$ cat src/hw/rtl/dmu_pkg.sv
// dmu_pkg: shared types, operation and space codes for the 8051 data memory unit
// used by the front, the back and the top level
`default_nettype none
package dmu_pkg;

  // default store sizes in bytes
  localparam int IRAM_BYTES_DEF = 256;
  localparam int XRAM_BYTES_DEF = 65536;
  localparam int PGM_BYTES_DEF  = 65536;
  localparam int SFR_BYTES      = 256;

  // operation codes
  localparam logic [3:0] OP_RD8      = 4'd0;
  localparam logic [3:0] OP_WR8      = 4'd1;
  localparam logic [3:0] OP_RD_DIR   = 4'd2;
  localparam logic [3:0] OP_WR_DIR   = 4'd3;
  localparam logic [3:0] OP_RD_BIT   = 4'd4;
  localparam logic [3:0] OP_WR_BIT   = 4'd5;
  localparam logic [3:0] OP_PUSH8    = 4'd6;
  localparam logic [3:0] OP_PUSH16   = 4'd7;
  localparam logic [3:0] OP_POP8     = 4'd8;
  localparam logic [3:0] OP_POP16    = 4'd9;
  localparam logic [3:0] OP_RD_DPTR  = 4'd10;
  localparam logic [3:0] OP_WR_DPTR  = 4'd11;
  localparam logic [3:0] OP_RD_PGM16 = 4'd12;

  // memory spaces
  localparam logic [1:0] SP_PGM = 2'd0;
  localparam logic [1:0] SP_INT = 2'd1;
  localparam logic [1:0] SP_SFR = 2'd2;
  localparam logic [1:0] SP_EXT = 2'd3;

  // special function register addresses
  localparam logic [16:0] SFR_SP  = 17'h00081;
  localparam logic [16:0] SFR_DPL = 17'h00082;
  localparam logic [16:0] SFR_DPH = 17'h00083;

  // classified operation, as held in the queue
  typedef struct packed {
    logic [3:0]  op;
    logic [1:0]  space;
    logic [15:0] addr;
    logic [15:0] data;
    logic [2:0]  bit_idx;
  } dmu_entry_t;

  // back status seen by the front
  typedef struct packed {
    logic clearing;
    logic busy;
  } dmu_bstat_t;

endpackage
`default_nettype wire

$ cat src/hw/rtl/dmu_if.sv
// dmu_if: valid/ready channel interfaces for operations and results
// depends on nothing
`default_nettype none
interface dmu_in_if;
  logic        valid;
  logic        ready;
  logic [3:0]  opcode;
  logic [1:0]  space;
  logic [15:0] address;
  logic [15:0] data;
  modport source (output valid, input ready, output opcode, output space,
                  output address, output data);
  modport sink (input valid, output ready, input opcode, input space,
                input address, input data);
endinterface

`default_nettype wire

$ cat src/hw/rtl/dmu_front.sv
// dmu_front: accepts operations, resolves space and byte address, queues them
// depends on dmu_pkg and dmu_if
`default_nettype none
module dmu_front (
  input  wire                  clk,
  input  wire                  rst_n,
  dmu_in_if.sink               in_ch,
  input  dmu_pkg::dmu_bstat_t  bstat,
  output logic                 q_valid,
  output dmu_pkg::dmu_entry_t  q_head,
  input  wire                  q_pop
);

  dmu_pkg::dmu_entry_t q_mem_r [2];
  logic                wr_ptr_r, rd_ptr_r;
  logic [1:0]          count_r;
  dmu_pkg::dmu_entry_t cls;
  logic [7:0]          baddr;
  logic [7:0]          bbyte;
  logic                push;

  assign in_ch.ready = (count_r != 2'd2) && !bstat.clearing;
  assign push        = in_ch.valid && in_ch.ready;
  assign q_valid     = count_r != 2'd0;
  assign q_head      = q_mem_r[rd_ptr_r];

  // classify: pick the space and byte address of the operation
  always_comb begin
    baddr = in_ch.address[7:0];
    bbyte = baddr[7] ? (baddr & 8'hF8) : ((baddr >> 3) + 8'h20);
    cls.op      = in_ch.opcode;
    cls.space   = in_ch.space;
    cls.addr    = in_ch.address;
    cls.data    = in_ch.data;
    cls.bit_idx = baddr[2:0];
    case (in_ch.opcode)
      dmu_pkg::OP_RD_DIR, dmu_pkg::OP_WR_DIR: begin
        cls.space = (in_ch.address > 16'h007F) ? dmu_pkg::SP_SFR : dmu_pkg::SP_INT;
      end
      dmu_pkg::OP_RD_BIT, dmu_pkg::OP_WR_BIT: begin
        cls.space = bbyte[7] ? dmu_pkg::SP_SFR : dmu_pkg::SP_INT;
        cls.addr  = {8'h00, bbyte};
      end
      default: ;
    endcase
  end

  // queue storage
  always_ff @(posedge clk) begin
    if (push) q_mem_r[wr_ptr_r] <= cls;
  end

  // queue pointers
  always_ff @(posedge clk) begin
    if (!rst_n) begin
      wr_ptr_r <= 1'b0;
      rd_ptr_r <= 1'b0;
      count_r  <= 2'd0;
    end else begin
      if (push) wr_ptr_r <= !wr_ptr_r;
      if (q_pop) rd_ptr_r <= !rd_ptr_r;
      if (push && !q_pop) count_r <= count_r + 2'd1;
      else if (!push && q_pop) count_r <= count_r - 2'd1;
    end
  end

endmodule
`default_nettype wire

$ cat src/flat_wrapper.sv
// flat-port wrapper written by rule: the top's interface ports become plain ports
module dmu_front_flat 
  (clk, rst_n, bstat, q_valid, q_head, q_pop, in_ch_valid, in_ch_ready, in_ch_opcode, in_ch_space, in_ch_address, in_ch_data);
  dmu_in_if in_ch_i ();
  input  wire clk;
  input  wire rst_n;
  input  dmu_pkg::dmu_bstat_t bstat;
  output logic q_valid;
  output dmu_pkg::dmu_entry_t q_head;
  input  wire q_pop;
  input wire logic [$bits(in_ch_i.valid)-1:0] in_ch_valid;
  output wire logic [$bits(in_ch_i.ready)-1:0] in_ch_ready;
  input wire logic [$bits(in_ch_i.opcode)-1:0] in_ch_opcode;
  input wire logic [$bits(in_ch_i.space)-1:0] in_ch_space;
  input wire logic [$bits(in_ch_i.address)-1:0] in_ch_address;
  input wire logic [$bits(in_ch_i.data)-1:0] in_ch_data;
  assign in_ch_i.valid = in_ch_valid;
  assign in_ch_ready = in_ch_i.ready;
  assign in_ch_i.opcode = in_ch_opcode;
  assign in_ch_i.space = in_ch_space;
  assign in_ch_i.address = in_ch_address;
  assign in_ch_i.data = in_ch_data;
  dmu_front u_core (.clk(clk), .rst_n(rst_n), .in_ch(in_ch_i), .bstat(bstat), .q_valid(q_valid), .q_head(q_head), .q_pop(q_pop));
endmodule
$ cat config.mk
export PLATFORM = sky130hd
export DESIGN_NAME = dmu_front_flat
export DESIGN_NICKNAME = d
export VERILOG_FILES = /design/src/hw/rtl/dmu_pkg.sv /design/src/hw/rtl/dmu_if.sv /design/src/hw/rtl/dmu_front.sv /design/src/flat_wrapper.sv
export SDC_FILE = /design/constraint.sdc
export NUM_CORES = 1
export LEC_CHECK = 0
export BUFFER_PORTS_ARGS = -buffer_cell sky130_fd_sc_hd__buf_2
export CORE_MARGIN = 2
export CORE_UTILIZATION = 45
export CTS_CLUSTER_DIAMETER = 30
export CTS_CLUSTER_SIZE = 28
export DETAILED_ROUTE_END_ITERATION = 8
export PLACE_DENSITY_LB_ADDON = 0.12
export RECOVER_POWER = 100
export SETUP_SLACK_MARGIN = 0.02
export SYNTH_ARGS = -nofsm -noshare
export SYNTH_HDL_FRONTEND = slang
export SYNTH_SLANG_ARGS = --single-unit
$ cat constraint.sdc
create_clock -name clk -period 3.2 [get_ports clk]
set_input_delay 0.32 -clock clk [delete_from_list [all_inputs] [get_ports clk]]
set_output_delay 0.32 -clock clk [all_outputs]
set_load 0.02 [all_outputs]
; ---- Yosys cells after proc, flatten, opt, wreduce, memory -nomap -nowiden
; Memory sizes are Yosys's and may differ from the RTL's. A register that Yosys moved wholly into a read port is not among the register bits.
; Index checks and enable logic that the tools add are counted.
[word_totals]
ram_bits = 82
ff_bits = 4
output_inout_bits = 43
wordCells = 37
memories = 1
inputBits = 44
[memory_table]
columns = memory, depth, word_bits, rd, rd_clocked_by_memory_dff, write_ports, line
row1 = u_core.q_mem_r, 2, 41, 1, 1, 1, dmu_front.sv:14  ; dmu_pkg::dmu_entry_t q_mem_r [2];
[classes]
mux = 11
eq_ne = 5
n_addsub = 3
reduce_logical = 13
magnitude_cmp = 1
[op_table]
columns = op, count
row1 = "16-bit by 7-bit > comparator with 1-bit output, second input constant", 1
row2 = 16-bit two-way mux, 1
row3 = "4-bit by 2-bit equality test with 1-bit output, second input constant", 2
row4 = "4-bit by 3-bit equality test with 1-bit output, second input constant", 2
row5 = 2-bit two-way mux, 4
row6 = 8-bit two-way mux, 1
row7 = "5-bit by 6-bit adder with 7-bit output, second input constant", 1
row8 = 1-bit logical NOT, 5
row9 = 1-bit logical AND, 4
row10 = 1-bit two-way mux, 4
row11 = 2-bit case mux with 2 select lines, 1
row12 = 2-bit nonzero test, 2
row13 = 2-bit OR reduction, 2
row14 = "2-bit by 1-bit adder with 2-bit output, second input constant", 1
row15 = "2-bit != test, second input constant", 1
row16 = "2-bit by 1-bit subtractor with 2-bit output, second input constant", 1

; ---- Depth between registers and ports, before layout
[depth]
ltp_word = 7
depth_mapped = 6
mapped_depth_nobuf = 6

; ---- Least setup slack after synthesis
; No wires, ideal clock.
[synth_timing]
path_kind = reg2reg
startpoint = register u_core.count_r[0]
endpoint = memory u_core.q_mem_r[0][0] in the netlist's numbering (enable)
setup_ns = 0.444
t_required_ns = 2.756
synth_period_minus_slack_ns = 3.026
stages_incl_launch_ff = 4
setup_slack_ns = 0.174
path_buffers = 0
t_arrival_ns = 2.582
cell_sequence = dfxtp_1 -> nor2b_1 -> nor3b_2 -> nor2b_1
[synth_between]
elab_chain_cells = 5
[synth_rtl]
columns = item, line
row1 = start: declaration, dmu_front.sv:16  ; logic [1:0] count_r;
row2 = start signal: assignment, dmu_front.sv:62  ; if (push && !q_pop) count_r <= count_r + 2'd1;
row3 = start signal: assignment, dmu_front.sv:63  ; else if (!push && q_pop) count_r <= count_r - 2'd1;
row4 = 2-bit != test, dmu_front.sv:22  ; assign in_ch.ready = (count_r != 2'd2) && !bstat.clearing;
row5 = 1-bit logical AND, dmu_front.sv:22
row6 = 1-bit logical AND, dmu_front.sv:23  ; assign push = in_ch.valid && in_ch.ready;
row7 = 1-bit two-way mux, dmu_front.sv:50  ; if (push) q_mem_r[wr_ptr_r] <= cls;
row8 = 1-bit two-way mux (not written as such), dmu_front.sv:50
row9 = end: declaration, dmu_front.sv:14
; No other way between the ends.

==> flow_metrics.tcl <==
set metrics [dict create \
    grt_max_degree 32 \
    grt_usage_pct 14.9 \
    max_stage_delay_ns 0.91 \
    post-route-period-util_pct 81.4 \
    antenna_cells 0 \
    syn_area_sq_um 3450 \
    first_global_vias 1910 \
    criticalPathCategory "reg2out" \
    min-delay-start "in_ch_data[7]" \
    rows 31 \
    cts_buffers 9 \
    post-route-util_pct 55.8 \
    status "complete, no violations" \
    io_pins 87 \
    dieArea_sq_um 8380 \
    start_util_pct 47.1 \
    ctsHoldBuffers 0 \
    final_net_count 325 \
    setup_viol 0 \
    cp.required_ns 2.88 \
    reg2regPathDepth 4 \
    async_flop_share_pct 0 \
    ir_worst_vdd_mv 0.316 \
    post_cts_resized 0 \
    synth_seq_area_share_pct 74.3 \
    final-seq-area_sq_um 2560 \
    synth-seq-cells 87 \
    layout-drive-gt1-share_pct 33.0 \
    yosysTopAreaCell "edfxtp_1" \
    die_w_um 91.6 \
    avgSynthCellArea_sq_um 18.4 \
    setup_tns_ns 0 \
    syn_inst 187 \
    place_ws_ns 1.14 \
    place.gp.congestion 0.672 \
    cts_max_path_buffers 2 \
    crit_slowest_cell "dfxtp_1" \
    multiInputGateArea_sq_um 808 \
    cp_num_buf_inv 2 \
    clock_skew_ns 0.00888 \
    hold_viol_final 0 \
    syn-num-nets 232 \
    timing.reg2reg.setup_slack_ns 0.69 \
    cp-end-kind "output port" \
    min_path_type "in2reg" \
    chipHeight_um 91.6 \
    p_leak_nw 1.40 \
    setup_ws_ns 0.596 \
    vias_per_cell 4.84 \
    ys_types 32 \
    synth.most_common_cell "edfxtp_1" \
    cts_tree "built" \
    crit_path_max_fanout 23 \
    area_delta_synth_final_pct 18.6 \
    whs_path_depth 1 \
    synthTopCellsByArea "edfxtp_1, mux2_2, dfxtp_1" \
    synth_top_area_share_pct 71.4 \
    routed_wl_um 5910 \
    firstDrtPassIters 5 \
    grt_pass1_wl_um 9310 \
    drt-initial-drc-count 99 \
    clkSinkCount 87 \
    vias 1857 \
    cp_data_arrival_time_ns 2.28 \
    cts.clk_slew.worst_paths_ns 0.09 \
    wire_per_inst_um 15.4 \
    cp-start-kind "flop" \
    hpwl_um 3860 \
    drc 0 \
    p_per_area_nw_per_um2 600 \
    core_sq_um 7330 \
    worst_pin_slew_ns 0.954 \
    worst_hold_path.endpoint "u_core.q_mem_r[0][10]$_DFFE_PP_" \
    r2r-start "u_core.count_r[0]$_SDFFE_PN0P_" \
    crit_chain "buf_4 > mux2_2 > clkbuf_1" \
    synth_edf_count 82 \
    reg2reg_to "u_core.q_mem_r[0][1]$_DFFE_PP_" \
    relSlewSlack_pct 35.5 \
    cts.root.buffer_cell "clkbuf_8" \
    synthTopCellsByCount "edfxtp_1, mux2_2, dfxtp_1, nand2_1" \
    clock_latency_ns 0.35 \
    cts_max_level 3 \
    max_freq_mhz 384 \
    path_delay_family "flip-flops" \
    synth-main-ff-cell "edfxtp_1" \
    postCtsSetupBuffers 0 \
    rsz0062_at_grt "no" \
    synth_warnings 0 \
    portBuffers 85 \
    maxCapViolations 0 \
    grt_remaining_overflow 0 \
    timing.final.crit_period_ns 2.60 \
    ant_nets 0 \
    antenna_found_initial 0 \
    drv_slew 0 \
    nFillCells 638 \
]
-- metrics by stage --
stage | power, mW | cells | instance area [sq um] | hold slack, ns
detailed placement | 1.70 | 368 | 4000 | 0.513
floorplan | 1.58 | 187 | 3450 | 0.419
global route | 2.56 | 384 | 4090 | 0.136
finish | 2.46 | 384 | 4090 | 0.153
global placement | 1.70 | 368 | 4000 | 0.482
CTS | 2.51 | 384 | 4210 | 0.138
-- where the power goes --
part           switching, mW  internal (mW)
clock                  0.371          0.438
combinational          0.189          0.122
sequential            0.0252           1.31
-- per-layer routing --
layer  part of all wire [%]  up-vias  GRT usage, %  routed length, um
li1                       -      897             -                  -
met1                     45      890          19.2               2660
met2                     47       60          23.7               2750
met3                    6.4       10          4.40                377
met4                    2.0        0          6.44                119
met5                      0        -             0                  0
-- cell families (layout without fill, tap and decap cells) --
logic type,count (synthesis),in the layout,synth area share [%]
compound gates,7,7,1.52
xor+xnor,4,4,1.02
flops,87,87,74.3
simple gates,37,37,7.58
fa+ha+maj,1,1,0.363
buf+inv,8,106,1.23
mux,43,43,14.0
-- cells in the final DEF (no fill, tap or decap), types with 2 or more instances in the layout --
cell type  Yosys  routed
nor4b_1        1       2
nor4_1         2       2
and2_1         4       2
bufinv_16      0       2
clkinv_1       0       2
nand2b_1       4       4
clkbuf_8       0       9
inv_1          2       2
xor2_1         3       3
buf_2          4      30
and2_0         0       6
or2_2          2       2
o21ai_0        1       4
clkbuf_1       1      56
nand2_1        5       5
buf_4          0       2
dfxtp_1        5       5
and2_2         4       4
edfxtp_1      82      82
nor2b_1        4       3
mux2_2        42      41
-- sequential cells by signal, indices dropped and copies added, names as in the netlist, named ones only --
name,flops
u_core.count_r,2
u_core.rd_ptr_r,1
u_core.wr_ptr_r,1
u_core.q_mem_r,82
-- final cells by class --
| cell class | instances | share of cell area (%) |
|---|---|---|
| Clock inverter | 6 | 2.05 |
| Multi-Input combinational cell | 92 | 19.8 |
| Sequential cell | 87 | 62.6 |
| Clock buffer | 10 | 3.12 |
| Tap cell | 99 | 3.03 |
| Timing Repair Buffer | 88 | 9.21 |
| Inverter | 2 | 0.184 |
-- worst max-delay path by stage --
stage / endpoint / slack (ns) / depth (start not counted)
finish: q_head[40] / 0.60 / 3
global placement: u_core.q_mem_r[0][25]$_DFFE_PP_ / 1.16 / 4
CTS: q_head[11] / 0.88 / 3
global route: q_head[19] / 0.40 / 3
floorplan: u_core.q_mem_r[0][0]$_DFFE_PP_ / 0.17 / 3
detailed placement: u_core.q_mem_r[0][25]$_DFFE_PP_ / 1.14 / 4
Note: power is estimated with default switching activity, not from simulation.
